**config.mk**
```make
export PLATFORM = sky130hd
export DESIGN_NAME = longest_unique_run_length_unit
export DESIGN_NICKNAME = d
export VERILOG_FILES = /design/src/rtl/lurl_pkg.sv /design/src/rtl/lurl_cell.sv /design/src/rtl/lurl_chain.sv /design/src/rtl/longest_unique_run_length_unit.sv
export VERILOG_INCLUDE_DIRS = /design/src /design/src/rtl
export SDC_FILE = /design/constraint.sdc
export NUM_CORES = 1
export LEC_CHECK = 0
export ABC_CLOCK_PERIOD_IN_PS = 21000
export BUFFER_PORTS_ARGS = -buffer_cell sky130_fd_sc_hd__buf_2
export CAP_MARGIN = 25
export CORE_MARGIN = 2
export CORE_UTILIZATION = 25
export DETAILED_ROUTE_END_ITERATION = 10
export PLACE_DENSITY = 0.42
export SYNTH_ARGS = -nofsm -noshare
export SYNTH_HDL_FRONTEND = slang
export SYNTH_SLANG_ARGS = --single-unit
export TNS_END_PERCENT = 20
```
**constraint.sdc**
```tcl
create_clock -name clk -period 21 [get_ports clk]
set_input_delay 6.3 -clock clk [delete_from_list [all_inputs] [get_ports clk]]
set_output_delay 6.3 -clock clk [all_outputs]
set_load 0.02 [all_outputs]
```
**src/rtl/longest_unique_run_length_unit_defines.svh**
```systemverilog
// Assertion macros for the RTL of the longest unique run length unit.
// The clocked macros expect signals named clk and rst_n in the using module.
`ifndef LONGEST_UNIQUE_RUN_LENGTH_UNIT_DEFINES_SVH
`define LONGEST_UNIQUE_RUN_LENGTH_UNIT_DEFINES_SVH

`ifndef ASSERT_OFF

`define LURL_ASSERT(label, prop, msg) \
    label: assert property (@(posedge clk) disable iff (!rst_n) prop) else $error(msg);

`define LURL_ASSERT_NEVER(label, expr, msg) \
    label: assert property (@(posedge clk) disable iff (!rst_n) !(expr)) else $error(msg);

`else

`define LURL_ASSERT(label, prop, msg)

`define LURL_ASSERT_NEVER(label, expr, msg)

`endif

`endif

```
**src/rtl/lurl_pkg.sv**
```systemverilog
package lurl_pkg;

    localparam int CODE_W = 7;
    localparam int OUT_W  = 8;

    typedef struct packed {
        logic [CODE_W-1:0] char_code;
        logic              last_char;
    } char_item_t;

    typedef struct packed {
        logic [OUT_W-1:0] best_length;
        logic [OUT_W-1:0] window_length;
        logic             string_done;
    } run_item_t;

    typedef enum logic {
        ST_IDLE,
        ST_EVAL
    } state_t;

endpackage

```
**src/rtl/lurl_cell.sv**
```systemverilog
module lurl_cell #(
    parameter int LEN_W = 8,
    parameter int INDEX = 0
) (
    input  logic                        clk,
    input  logic                        shift,
    input  logic [lurl_pkg::CODE_W-1:0] char_in,
    input  logic [lurl_pkg::CODE_W-1:0] probe,
    input  logic [LEN_W-1:0]            win_len,
    output logic [lurl_pkg::CODE_W-1:0] char_out,
    output logic                        hit
);
    import lurl_pkg::*;

    logic [CODE_W-1:0] char_reg;

    always_ff @(posedge clk)
    begin
        if (shift)
        begin
            char_reg <= char_in;
        end
    end

    assign char_out = char_reg;
    assign hit      = (win_len > LEN_W'(INDEX)) && (char_reg == probe);

endmodule

```
**src/rtl/lurl_chain.sv**
```systemverilog
module lurl_chain #(
    parameter int NUM_CELLS = 128,
    parameter int LEN_W     = 8
) (
    input  logic                        clk,
    input  logic                        shift,
    input  logic [lurl_pkg::CODE_W-1:0] code,
    input  logic [LEN_W-1:0]            win_len,
    output logic [NUM_CELLS-1:0]        hit
);
    import lurl_pkg::*;

    logic [CODE_W-1:0] cell_char [NUM_CELLS];

    for (genvar i = 0; i < NUM_CELLS; i++)
    begin : g_cell
        logic [CODE_W-1:0] cell_in;

        if (i == 0)
        begin : g_head
            assign cell_in = code;
        end
        else
        begin : g_body
            assign cell_in = cell_char[i-1];
        end

        lurl_cell #(
            .LEN_W (LEN_W),
            .INDEX (i)
        ) u_cell (
            .clk      (clk),
            .shift    (shift),
            .char_in  (cell_in),
            .probe    (code),
            .win_len  (win_len),
            .char_out (cell_char[i]),
            .hit      (hit[i])
        );
    end

endmodule

```
**src/rtl/longest_unique_run_length_unit.sv**
```systemverilog
// Longest unique run length unit.
// Characters arrive on the char channel (char_valid, char_ready, char_data),
// one 7-bit code per transfer with a flag on the final character of a string.
// Each character yields exactly one transfer on the run channel (run_valid,
// run_ready, run_data) with the longest repeat-free run so far, the length of
// the repeat-free window ending at this character, and the end-of-string flag.
// The window lives in a row of cells, newest character first, that shifts by
// one cell per character; every cell compares its character with the new one
// in parallel, so a repeat trims the window in a single step.
// The character is captured into a register, and then, once the output register
// is free or being read, the cell compare, the hit encoder and the length update
// register the result and raise run_valid. char_ready is low from the capture
// until the result is registered, so no new character is taken meanwhile.
// After the final character of a string the window and the best length return
// to zero, and the next character starts a new string.
// Reset clears the window length, the best length and run_valid, and char_ready
// is high once reset ends; no clearing pass is needed. When the
// receiver stalls, the result is held in the output register, and one more
// character may be captured; its cell update waits for the held result's transfer.
module longest_unique_run_length_unit #(
    parameter int ALPHABET_SIZE = 128
) (
    input  logic                   clk,
    input  logic                   rst_n,
    input  logic                   char_valid,
    output logic                   char_ready,
    input  lurl_pkg::char_item_t   char_data,
    output logic                   run_valid,
    input  logic                   run_ready,
    output lurl_pkg::run_item_t    run_data
);
    import lurl_pkg::*;

    `include "longest_unique_run_length_unit_defines.svh"

    localparam int LEN_W = $clog2(ALPHABET_SIZE + 1);
    localparam int IDX_W = $clog2(ALPHABET_SIZE);
    localparam int NUM_CODES = 2 ** CODE_W;

    state_t state_reg;
    state_t state_next;

    logic [CODE_W-1:0] code_mod [NUM_CODES];
    logic [CODE_W-1:0] code_reg;
    logic              last_reg;

    logic [LEN_W-1:0] window_len_reg;
    logic [LEN_W-1:0] window_len_next;
    logic [LEN_W-1:0] best_len_reg;
    logic [LEN_W-1:0] best_len_next;

    logic              run_valid_reg;
    run_item_t         run_data_reg;

    logic                     eval_fire;
    logic [ALPHABET_SIZE-1:0] hit;
    logic                     any_hit;
    logic [IDX_W-1:0]         hit_idx;

    for (genvar v = 0; v < NUM_CODES; v++)
    begin : g_code_mod
        assign code_mod[v] = CODE_W'(v % ALPHABET_SIZE);
    end

    always_comb
    begin
        state_next = state_reg;
        case (state_reg)
            ST_IDLE:
            begin
                if (char_valid)
                begin
                    state_next = ST_EVAL;
                end
            end
            ST_EVAL:
            begin
                if (eval_fire)
                begin
                    state_next = ST_IDLE;
                end
            end
            default:
            begin
                state_next = ST_IDLE;
            end
        endcase
    end

    always_comb
    begin
        char_ready = 1'b0;
        eval_fire  = 1'b0;
        case (state_reg)
            ST_IDLE:
            begin
                char_ready = 1'b1;
            end
            ST_EVAL:
            begin
                eval_fire = !run_valid_reg || run_ready;
            end
            default:
            begin
                char_ready = 1'b0;
            end
        endcase
    end

    lurl_chain #(
        .NUM_CELLS (ALPHABET_SIZE),
        .LEN_W     (LEN_W)
    ) u_chain (
        .clk     (clk),
        .shift   (eval_fire),
        .code    (code_reg),
        .win_len (window_len_reg),
        .hit     (hit)
    );

    always_comb
    begin
        hit_idx = '0;
        for (int i = 0; i < ALPHABET_SIZE; i++)
        begin
            hit_idx = hit_idx | (hit[i] ? IDX_W'(i) : IDX_W'(0));
        end
    end

    assign any_hit = |hit;

    always_comb
    begin
        if (any_hit)
        begin
            window_len_next = LEN_W'(hit_idx) + LEN_W'(1);
        end
        else if (window_len_reg == LEN_W'(ALPHABET_SIZE))
        begin
            window_len_next = window_len_reg;
        end
        else
        begin
            window_len_next = window_len_reg + LEN_W'(1);
        end
        best_len_next = (window_len_next > best_len_reg) ? window_len_next : best_len_reg;
    end

    always_ff @(posedge clk)
    begin
        if (char_valid && char_ready)
        begin
            code_reg <= code_mod[char_data.char_code];
            last_reg <= char_data.last_char;
        end
        if (eval_fire)
        begin
            run_data_reg.best_length   <= OUT_W'(best_len_next);
            run_data_reg.window_length <= OUT_W'(window_len_next);
            run_data_reg.string_done   <= last_reg;
        end
    end

    always_ff @(posedge clk or negedge rst_n)
    begin
        if (!rst_n)
        begin
            state_reg      <= ST_IDLE;
            window_len_reg <= '0;
            best_len_reg   <= '0;
            run_valid_reg  <= 1'b0;
        end
        else
        begin
            state_reg <= state_next;
            if (eval_fire)
            begin
                run_valid_reg <= 1'b1;
                if (last_reg)
                begin
                    window_len_reg <= '0;
                    best_len_reg   <= '0;
                end
                else
                begin
                    window_len_reg <= window_len_next;
                    best_len_reg   <= best_len_next;
                end
            end
            else if (run_ready)
            begin
                run_valid_reg <= 1'b0;
            end
        end
    end

    assign run_valid = run_valid_reg;
    assign run_data  = run_data_reg;

    `LURL_ASSERT_NEVER(a_len_bound, window_len_reg > LEN_W'(ALPHABET_SIZE), "window too long")
    `LURL_ASSERT_NEVER(a_best_ge_len, best_len_reg < window_len_reg, "best below window")
    `LURL_ASSERT(a_single_hit, $onehot0(hit), "repeated character inside window")
    `LURL_ASSERT(a_result_source, $rose(run_valid_reg) |-> $past(eval_fire), "stray result")

endmodule
```
Word level (Yosys, flattened, before mapping)
Memory sizes are Yosys's and may differ from the RTL's. A register that Yosys moved wholly into a read port is not among the register bits.
Cells that the tools add are included.

word-level totals
  register bits = 932
  ROM bits = 896
  memories kept = 1

operators by class
  add/sub/neg operators = 2
  order comparisons = 129
  eq/ne operators = 129
  muxes and demuxes = 139
  bitwise gates (word level) = 128
  reduce and logical (&&, ||, !) cells = 133

memory list
  memory           words  width  read ports  clocked after Yosys merged registers in  wr ports  RTL line                               text
  (no name shown)  128    7      1           1                                        0         longest_unique_run_length_unit.sv:153  code_reg <= code_mod[char_data.char_code];

operator list
  cell                 count
  $eq 7x7->1           128
  $gt 8x7->1 const B   64
  $mux 7               64
  $or 7x7->7           63
  $gt 8x6->1 const B   32
  $mux 6               32
  $or 6x6->6           31
  $logic_and 1x1->1    129
  $gt 8x5->1 const B   16
  $reduce_or 128->1    1
  $mux 5               16
  $or 5x5->5           15
  $gt 8x4->1 const B   8
  $mux 8               5
  $gt 8x3->1 const B   4
  $mux 4               8
  $or 4x4->4           7
  $gt 8x1->1 const B   2
  $gt 8x2->1 const B   2
  $mux 3               4
  $or 3x3->3           3
  $add 7x1->8 const B  1
  $add 8x1->8 const B  1
  $eq 8x8->1 const B   1
  other kinds (16)     23

Logic depth before layout (Yosys ltp)
Gate-level depths: netlist of the first run.

  depth in word-level cells = 134
  mapped depth = 26
  mapped depth without buffers = 22

Worst setup path before layout of the first run
No wires, ideal clock.

  kind = input to register
  from = input port run_ready
  to = register best_len_reg[3]
  setup time = 135 ps
  data arrival time = 18093 ps
  data required time = 20865 ps
  slack = 2771 ps
  stages on the path = 5
  path buffers = 0
  cells stage by stage = nand2b_1 > nand2_1 > inv_2 > o21ai_0 > a22o_1

on the way
  cells in the longest elaborated chain, start to end = 2

ends and longest elaborated chain
  what                    RTL line                               text
  start: declaration      longest_unique_run_length_unit.sv:29   input logic run_ready,
  $logic_or 1x1->1        longest_unique_run_length_unit.sv:101  eval_fire = !run_valid_reg || run_ready;
  $mux 1                  longest_unique_run_length_unit.sv:94   case (state_reg)
  net eval_fire           longest_unique_run_length_unit.sv:55   logic eval_fire;
  end signal: assignment  longest_unique_run_length_unit.sv:187  best_len_reg <= best_len_next;
  end: declaration        longest_unique_run_length_unit.sv:49   logic [LEN_W-1:0] best_len_reg;

The timed path passes the listed nets, and every way through them passes these cells.
A chain may end at the register's enable or synchronous reset.

Final worst setup path of the first run
  from = input port run_ready
  to = register u_chain.g_cell[1].u_cell.char_reg[5], enable pin

on the way
  cells in the longest elaborated chain, start to end = 2

ends and longest elaborated chain
  what                    RTL line                               text
  $logic_or 1x1->1        longest_unique_run_length_unit.sv:101
  $mux 1                  longest_unique_run_length_unit.sv:94
  net eval_fire           longest_unique_run_length_unit.sv:55
  end signal: assignment  lurl_cell.sv:21                        char_reg <= char_in;
  end: declaration        lurl_cell.sv:15                        logic [CODE_W-1:0] char_reg;

The timed path passes the listed nets, and every way through them passes these cells.

==> summary.md, run 1 <==
| Metric | Value |
|---|---|
| CP startpoint kind | input pin |
| Mapped cell area | 42180 µm² |
| Max IR drop VDD | 87.89 µV |
| Post-CTS Setup Inserts | 0 |
| Die Y | 414.8 µm |
| CP endpoint kind | register |
| Cell Pwr Density | between 100 and 150 nW/µm² |
| Sw Pwr | 0.001868 W |
| Clock Latency Late Sink | 730 ps |
| Most used flip-flop cell after synthesis | edfxtp_1 |
| Cells on Worst Hold Path | 0 |
| DRC | 0 |
| Post-synthesis adder-cell area fraction | 0.3856% |
| Part of the power in the clock network | 31.3% |
| Cells after Synth | roughly 2800 |
| Power consumption | about 0.0060 W |
| Fillcell total | 16924 |
| Int Power | approximately 0.004 W |
| Leakage | between 10 and 15 nW |
| CTS buffer count | 106 |
| EDFF count, synth | between 900 and 1000 |
| Root buffer cell | clkbuf_16 |
| Capturing point of the worst reg2reg path | run_data[14] |
| Max-slew headroom | a little over a fifth |
| Register area share after synthesis | approximately two thirds |
| Dpl ws | approximately 10000 ps |
| Most common cell after layout, fill and taps aside | edfxtp_1 |
| Synth Area in Compound Gates | 2.984% |
| Final Skew | 26.14 ps |
| Seq. cell area | about 28000 µm² |
| Setup slack, reg-to-reg | ~13000 ps |
| Placed instance area | roughly 45000 µm² |
| Synth-to-Final Area Change | 14.09% |
| Final hold violations | 0 |
| Setup violations, final | 0 |
| Die X-Extent | 414.8 µm |
| Synthesized net count | 2865 |
| Vias in the first global route | 24053 |
| Highest clock rate | 101.8 MHz |
| Largest register FFs | 896 |
| Main combinational cell family by area after synthesis | XOR/XNOR gates |
| Clk buf depth | 3 |
| Xor and xnor area share after synthesis | 18.79% |
| Max cap viols | 0 |
| Yosys top cell by area | edfxtp_1 |
| Starting Density | 25.20% |
| Setup crit start | run_ready |
| Setup TNS | 0 ps |
| #FFs+latches synth | 939 |
| # hold bufs at CTS | 0 |
| Initial antenna violation count | 2 |
| RSZ-0062 raised after global routing | false |
| First-pass GRT wire length | about 180000 µm |
| Layout Nets | 2909 |
| Share of cells above drive strength 1 | about a tenth |
| H-tree levels | 3 |
| Routed length per instance | 23.75 µm |
| Initial DRC Count | between 2000 and 2500 |
| Finished layout cell area | 48130 µm² |
| Final min period | 9821 ps |
| Required @ worst endpoint | 21340 ps |
| Fin. max-slew vios | 0 |
| Fin worst setup slack | 11180 ps |
| Multiplexer share of the synthesized area | 0.2699% |
| Drt first pass iters | 5 |
| Commonest non-fill, non-tap cells in the layout | 921 x edfxtp_1, 737 x xnor2_1, 168 x xor2_1 |
| # diodes | 0 |
| Total grt overflow | 0 |
| Via density | 4.612 |
| Crit Path Category | input pin to register |
| Cell variety after synth | 80 |
| Clock-pin slew on the worst setup and hold paths | approximately 60 ps |
| Sequential Power Share | 47.2% |
| Sink Count | 939 |
| R2R depth | 21 |
| Yosys Warn Count | 0 |
| Total length of routed wires | 122900 µm |
| Fin Hold WS | between 400 and 500 ps |
| Vias | between 20000 and 25000 |
| WP data arrival | 10160 ps |
| Crit-path max FO | 170 |
| CTS tree | built |
| Routed Antenna Nets | 0 |
| PostCTS Resize Cnt | 0 |
| Worst slew pin tran | between 1000 and 1500 ps |
| Post-synthesis average cell area | about 15 µm² |
| Area of the core | 167400 µm² |
| Final period util | approximately 47% |
| Post-DP HPWL | 81510 µm |
| Sw frac | about a third |
| Multi-input logic area | 13070 µm² |
| Die area | between 150000 and 200000 µm² |
| Simple-Gate Fraction of Synth Area | 8.551% |
| Combinational Power Share | about a fifth |
| Final Wtd Congestion | between 0.9 and 1 |
| Synth area leaders | edfxtp_1 66%, xnor2_1 15%, xor2_1 3.5%, nand4_1 2.1%, nor4_1 1.5% |
| Boundary Pins | 31 |
| Hold/Removal Path Class | register to register |
| Status | complete, no violations |
| Synth top area share | 65.56% |
| Row count | 150 |
| Total global-route track usage | between 10% and 20% |
| Critical R2R Launch | window_len_reg[1] |
| Crit path to | u_chain.g_cell[1].u_cell.char_out[5] |
| Post-synth ARST share | 1.917% |
| Largest net degree at the start of global routing | 171 |
| Port-buffer cells | 30 |
stage by stage:
stage               util [%]  cells
floorplan                  -   2840
global placement       26.65   4972
detailed placement     26.68   4978
CTS                    28.73   5174
global route           28.75   5176
finish                 28.75   5176
metal layers:
layer / vias up / routed length, µm / GRT usage [%]
met2: 640 / 56390 / 22.02
met5: - / 13 / 0
met3: 167 / 6569 / 2.713
met4: 2 / 3053 / 4.213
li1: 10630 / - / -
met1: 12431 / 56900 / 19.55
worst min path at each step:
stage	startpoint	to	slack, ps
2_1_floorplan	last_reg	run_data[0]	420
3_3_place_gp	u_chain.g_cell[22].u_cell.char_out[3]	u_chain.g_cell[23].u_cell.char_out[3]	450
3_5_place_dp	u_chain.g_cell[9].u_cell.char_out[1]	u_chain.g_cell[10].u_cell.char_out[1]	450
4_1_cts	u_chain.g_cell[4].u_cell.char_out[0]	u_chain.g_cell[5].u_cell.char_out[0]	450
5_1_grt	u_chain.g_cell[4].u_cell.char_out[0]	u_chain.g_cell[5].u_cell.char_out[0]	460
6_report	u_chain.g_cell[4].u_cell.char_out[0]	u_chain.g_cell[5].u_cell.char_out[0]	460
cell families after synthesis:
kind of cell	after synthesis
simple gates	617
fa+ha+maj	13
flops	939
mux	9
buf+inv	172
compound gates	185
xor+xnor	905
cell type report:
type / count / area share [%]
Sequential cell: 939 / 58.42
Multi-Input combinational cell: 1729 / 27.16
Clock buffer: 132 / 5.844
Tap cell: 2204 / 5.730
Timing Repair Buffer: 88 / 1.391
Clock inverter: 64 / 1.284
Inverter: 20 / 0.1716
synth_stat cells, types with 10 or more instances:
| library cell | number |
|---|---|
| edfxtp_1 | 921 |
| xnor2_1 | 737 |
| xor2_1 | 168 |
| nand4_1 | 139 |
| nor4_1 | 98 |
| nand3_1 | 96 |
| buf_4 | 69 |
| nor3_1 | 68 |
| nor2_1 | 66 |
| buf_2 | 53 |
| a21oi_1 | 47 |
| nand2_1 | 38 |
| o21ai_0 | 22 |
| clkbuf_1 | 20 |
| a31oi_1 | 18 |
| dfrtp_1 | 18 |
| inv_1 | 17 |
| a211oi_1 | 13 |
| ha_1 | 13 |
| or4_1 | 11 |
| nand4b_1 | 10 |
critical path, cell delays in order:
cell and delay [ps]:
buf_2 80, nand2b_1 130, nand2_1 410, inv_8 710
buf_4 730, buf_4 800, buf_12 740
power groups by stage:
stage	sequential, W	combinational [W]	clock, W
after CTS	0.00281	0.00130	0.00193
final	0.00281	0.00128	0.00187
after detailed placement	0.00285	0.00130	0
after floorplan	0.00310	0.000899	0
after global routing	0.00285	0.00140	0.00199
after global placement	0.00285	0.00130	0
Note: power is estimated with default switching activity, not from simulation.
==> inputs of run 2 (changes only) <==
--- a/config.mk
+++ b/config.mk
@@ -6,7 +6,7 @@
 export SDC_FILE = /design/constraint.sdc
 export NUM_CORES = 1
 export LEC_CHECK = 0
-export ABC_CLOCK_PERIOD_IN_PS = 21000
+export ABC_CLOCK_PERIOD_IN_PS = 10070
 export BUFFER_PORTS_ARGS = -buffer_cell sky130_fd_sc_hd__buf_2
 export CAP_MARGIN = 25
 export CORE_MARGIN = 2
==> constraint.sdc (replaced) <==
create_clock -name clk -period 10.07 [get_ports clk]
set_input_delay 3.021 -clock clk [delete_from_list [all_inputs] [get_ports clk]]
set_output_delay 3.021 -clock clk [all_outputs]
set_load 0.02 [all_outputs]
==> summary.md, run 2 (synthesis results as in run 1) <==
| Metric | Value |
|---|---|
| Status | complete, no violations |
| Max IR drop VDD | 172.1 µV |
| Port-buffer cells | 30 |
| Highest clock rate | 136.5 MHz |
| Required @ worst endpoint | 10540 ps |
| H-tree levels | 3 |
| CP startpoint kind | register |
| Largest net degree at the start of global routing | around 170 |
| Dpl ws | 3100 ps |
| Share of cells above drive strength 1 | 8.769% |
| Routed length per instance | 24.10 µm |
| Die area | 172000 µm² |
| Finished layout cell area | 48130 µm² |
| Worst Hold Launch | u_chain.g_cell[13].u_cell.char_out[4] |
| Leakage | 13.22 nW |
| Final hold violations | 0 |
| Setup TNS | 0 ps |
| Initial DRC Count | 2475 |
| Setup violations, final | 0 |
| Hold/Removal Path Class | register to register |
| Crit Path Category | register to register |
| Starting Density | 25.20% |
| Fin. max-slew vios | 0 |
| Largest register FFs | approximately 900 |
| Total length of routed wires | 124600 µm |
| Vias in the first global route | about 24000 |
| Clock Latency Late Sink | 730 ps |
| R2R depth | 19 |
| RSZ-0062 raised after global routing | false |
| Final period util | 72.77% |
| Worst Hold Endpoint | u_chain.g_cell[14].u_cell.char_out[4] |
| Crit-path max FO | 15 |
| Fin Hold WS | 453.1 ps |
| Drt first pass iters | 5 |
| DRC | 0 |
| PostCTS Resize Cnt | 0 |
| Final Skew | 25.30 ps |
| Post-CTS Setup Inserts | 0 |
| Clock-pin slew on the worst setup and hold paths | 70 ps |
| Fillcell total | 16927 |
| Max-slew headroom | around a quarter |
| WP data arrival | around 7800 ps |
| Vias | 23740 |
| Root buffer cell | clkbuf_16 |
| Cells on Worst Hold Path | 0 |
| Die Y | 414.8 µm |
| Total grt overflow | 0 |
| Layout Nets | 2902 |
| CTS buffer count | 106 |
| Cell Pwr Density | around 260 nW/µm² |
| Area of the core | 167400 µm² |
| Final min period | 7328 ps |
| Row count | 150 |
| Fin worst setup slack | roughly 2700 ps |
| First-pass GRT wire length | 180000 µm |
| Via density | 4.592 |
| Boundary Pins | 31 |
| Final Wtd Congestion | approximately 0.94 |
| CP endpoint kind | register |
| Clk buf depth | 3 |
| Total global-route track usage | 14.26% |
| Placed instance area | 44780 µm² |
| Sink Count | ~940 |
| Synth-to-Final Area Change | 14.09% |
| Setup slack, reg-to-reg | 2740 ps |
| Critical R2R Launch | window_len_reg[0] |
| Worst slew pin tran | 1129 ps |
| Commonest non-fill, non-tap cells in the layout | 921 x edfxtp_1, 737 x xnor2_1, 168 x xor2_1 |
| Routed Antenna Nets | 0 |
| CTS tree | built |
| Die X-Extent | 414.8 µm |
| Max cap viols | 0 |
| # hold bufs at CTS | 0 |
| Post-DP HPWL | 83520 µm |
| Most common cell after layout, fill and taps aside | edfxtp_1 |
| Initial antenna violation count | 7 |
| Capturing point of the worst reg2reg path | run_data[15] |
run 2: changes by cell type in the layout (fill, tap and decap cells not counted), sizes merged:
cell	previous run	this run
clkbuf	133	143
inv	26	21
diode	0	1
clkinvlp	3	2
buf	87	81
bufinv	11	6
run 2: power by group:
group	leakage (nW)	internal (W)	switching (W)	total, W
registers	7.26	0.00544	0.000428	0.00587
clock network	1.62	0.00216	0.00163	0.00379
logic	4.33	0.000841	0.00187	0.00272
total	13.2	0.00844	0.00393	0.0124
run 2: stage by stage:
stage / util, % / total power [W] / instances
final: 28.75 / 0.01237 / 5170
after global placement: 26.70 / 0.008720 / 4962
after global routing: 28.75 / 0.01295 / 5169
after floorplan: - / 0.007919 / 2840
after CTS: 28.74 / 0.01256 / 5167
after detailed placement: 26.75 / 0.008707 / 4971
run 2: worst max path at each step:
| stage | endpoint | slack, ps | from | cells after the start |
|---|---|---|---|---|
| after floorplan | best_len_reg[3] | 1460 | run_ready | 5 |
| after global placement | run_data[15] | 2550 | window_len_reg[0] | 18 |
| after detailed placement | run_data[14] | 3100 | window_len_reg[0] | 21 |
| after CTS | run_data[15] | 3060 | window_len_reg[1] | 21 |
| after global routing | run_data[15] | 2490 | window_len_reg[1] | 19 |
| final | run_data[15] | 2740 | window_len_reg[0] | 19 |
run 2: metal layers:
layer  global-route usage (%)  wire (µm)  vias up  share of wire, %
met1                    20.03      58170    12293                47
met5                        0         13        -             0.010
li1                         -          -    10623                 -
met2                    22.12      56260      637                45
met4                    4.596       3593        2               2.9
met3                    2.639       6547      185               5.3
run 2: final cells by class:
cell class,count,area [µm²],share of cell area (%)
flip-flops and latches,939,28110,58.41
multi-input cells,1729,13070,27.16
repair buffers,81,743.2,1.544
diodes,1,2.502,0.005199
clock inverters,53,444.2,0.9229
well taps,2204,2758,5.730
inverters,20,101.3,0.2106
clock buffers,143,2897,6.018
run 2: worst max-delay path, stage by stage (launching register included):
cell,delay [ps]
dfrtp_1,590
inv_1,230
ha_1,550
nand2b_1,460
a21oi_1,530
nor3_1,240
nor4_1,600
nand3_1,200
or4_1,560
nor4_1,200
and3_1,460
mux2i_1,730
ha_1,240
nand3_1,90
o22ai_1,130
nor2_1,60
o21ai_0,190
nand2_1,240
inv_1,390
mux2_2,380
==> inputs of run 3 (changes only) <==
--- a/config.mk
+++ b/config.mk
@@ -6,13 +6,13 @@
 export SDC_FILE = /design/constraint.sdc
 export NUM_CORES = 1
 export LEC_CHECK = 0
-export ABC_CLOCK_PERIOD_IN_PS = 10070
+export ABC_CLOCK_PERIOD_IN_PS = 6320
 export BUFFER_PORTS_ARGS = -buffer_cell sky130_fd_sc_hd__buf_2
 export CAP_MARGIN = 25
 export CORE_MARGIN = 2
 export CORE_UTILIZATION = 25
 export DETAILED_ROUTE_END_ITERATION = 10
-export PLACE_DENSITY = 0.42
+export PLACE_DENSITY = 0.44
 export SYNTH_ARGS = -nofsm -noshare
 export SYNTH_HDL_FRONTEND = slang
 export SYNTH_SLANG_ARGS = --single-unit
==> constraint.sdc (replaced) <==
create_clock -name clk -period 6.32 [get_ports clk]
set_input_delay 1.896 -clock clk [delete_from_list [all_inputs] [get_ports clk]]
set_output_delay 1.896 -clock clk [all_outputs]
set_load 0.02 [all_outputs]
==> summary.md, run 3 (synthesis results as in run 1) <==
| Metric | Value |
|---|---|
| Most common cell after layout, fill and taps aside | edfxtp_1 |
| Post-DP HPWL | 91060 µm |
| Worst slew pin tran | 1141 ps |
| Max cap viols | 0 |
| Total global-route track usage | roughly 15% |
| Sw frac | 31.87% |
| Required @ worst endpoint | 6960 ps |
| Seq. cell area | approximately 28000 µm² |
| Share of cells above drive strength 1 | 11.71% |
| Die area | 172000 µm² |
| Die X-Extent | 414.8 µm |
| Final min period | a little over 6000 ps |
| Sequential Power Share | 47.5% |
| Fillcell total | 16846 |
| Final Skew | 31.06 ps |
| Placed instance area | 45700 µm² |
| Total length of routed wires | 128200 µm |
| # hold bufs at CTS | 0 |
| Vias | about 24000 |
| Sink Count | 939 |
| Status | complete, no violations |
| Starting Density | 25.20% |
| Row count | 150 |
| Int Power | between 0.01 and 0.015 W |
| Port-buffer cells | 30 |
| Setup violations, final | 0 |
| Crit Path Category | register to register |
| Largest net degree at the start of global routing | 147 |
| Largest register FFs | 896 |
| CP startpoint kind | register |
| Final Wtd Congestion | 0.9622 |
| CTS buffer count | 105 |
| First-pass GRT wire length | 183700 µm |
| Clock Latency Late Sink | between 700 and 800 ps |
| Final period util | 96.74% |
| Initial DRC Count | 2393 |
| Boundary Pins | 31 |
| H-tree levels | 3 |
| Routed length per instance | 24.38 µm |
| Area of the core | 167400 µm² |
| Cell Pwr Density | approximately 400 nW/µm² |
| Max-slew headroom | 23.23% |
| Leakage | 13.68 nW |
| Die Y | approximately 410 µm |
| CTS tree | built |
| Hold/Removal Path Class | register to register |
| Via density | 4.591 |
| Sw Pwr | 0.006264 W |
| Total grt overflow | 0 |
| Crit-path max FO | 23 |
| Part of the power in the clock network | 29.2% |
| Initial antenna violation count | 9 |
| Commonest non-fill, non-tap cells in the layout | 921 x edfxtp_1, 737 x xnor2_1, 168 x xor2_1 |
| WP data arrival | 6750 ps |
| CP endpoint kind | register |
| Combinational Power Share | between 20% and 30% |
| DRC | 0 |
| Drt first pass iters | 6 |
| Clk buf depth | 3 |
| Root buffer cell | clkbuf_16 |
| Routed Antenna Nets | 0 |
| Setup TNS | 0 ps |
| Synth-to-Final Area Change | 15.94% |
| Finished layout cell area | 48910 µm² |
| Clock-pin slew on the worst setup and hold paths | 60 ps |
| Final hold violations | 0 |
| Max IR drop VDD | 232.6 µV |
| Layout Nets | 2995 |
| Fin. max-slew vios | 0 |
| Highest clock rate | 163.6 MHz |
| Multi-input logic area | 13110 µm² |
| Fin Hold WS | 459.6 ps |
| Post-CTS Setup Inserts | 0 |
| RSZ-0062 raised after global routing | false |
| Vias in the first global route | 24265 |
run 3: changes by cell type in the layout (fill, tap and decap cells not counted), moves of 5 or more:
cell / delta
buf_4: +86
buf_12: +15
buf_2: -5
bufinv_16: -6
run 3: final timing paths:
check	cells after the start	to	startpoint	slack (ps)
worst max-delay path	19	best_len_reg[5]	window_len_reg[7]	210
worst min-delay path	0	u_chain.g_cell[62].u_cell.char_out[5]	u_chain.g_cell[61].u_cell.char_out[5]	460
worst max register to register	19	best_len_reg[5]	window_len_reg[7]	210
worst min register to register	0	u_chain.g_cell[62].u_cell.char_out[5]	u_chain.g_cell[61].u_cell.char_out[5]	460
max in group asynchronous	1	window_len_reg[5]	rst_n	4760
min in group asynchronous	1	run_valid	rst_n	1160
run 3: power by group through the flow:
stage               Sequential, W  Combinational, W  Clock [W]
CTS                       0.00933           0.00467    0.00593
floorplan                 0.00943           0.00299          0
global route              0.00944           0.00498    0.00617
detailed placement        0.00944           0.00466          0
global placement          0.00944           0.00466          0
finish                    0.00933           0.00458    0.00574
run 3: area by class of cell:
| cell class | count | share of cell area, % |
|---|---|---|
| diodes | 1 | 0.005117 |
| clock buffers | 145 | 5.981 |
| clock inverters | 48 | 0.4938 |
| inverters | 20 | 0.2072 |
| multi-input cells | 1729 | 26.80 |
| flip-flops and latches | 939 | 57.48 |
| well taps | 2204 | 5.639 |
| repair buffers | 175 | 3.387 |
run 3: stage by stage:
stage	total power (W)	worst slack, ps	util (%)	instances
after floorplan	0.01242	860.6	-	2840
after global placement	0.01410	-324.8	27.27	5063
after detailed placement	0.01409	-205.4	27.30	5067
after CTS	0.01994	38.69	29.20	5260
after global routing	0.02059	5.549	29.21	5260
final	0.01965	206.1	29.21	5261
run 3: layer usage:
layer	vias to the layer above	wire, µm	track usage (%)
met5	-	12	0
met4	2	3749	4.169
met3	210	6868	2.780
met2	691	57110	22.36
met1	12423	60500	21.03
li1	10828	-	-
run 3: what timing repair did:
item                                    CTS  global route
resized for setup                         2             4
cloned                                    0             0
endpoints found under the setup margin   13            15
run 3: worst max-delay path: stages, from the launching register on:
cell and delay (ps):
dfrtp_2 520, buf_4 280, or4b_1 710, nor2_1 250, nor4_1 140, a2111oi_0 810, nand4_1 170, nor4_1 430
nand3_1 290, ha_1 360, mux2_4 320, ha_1 290, nand3_1 100, o22ai_1 160, nor2_1 50, o21ai_0 140
nand2_1 90, buf_4 170, nor3_1 490, a221o_1 250
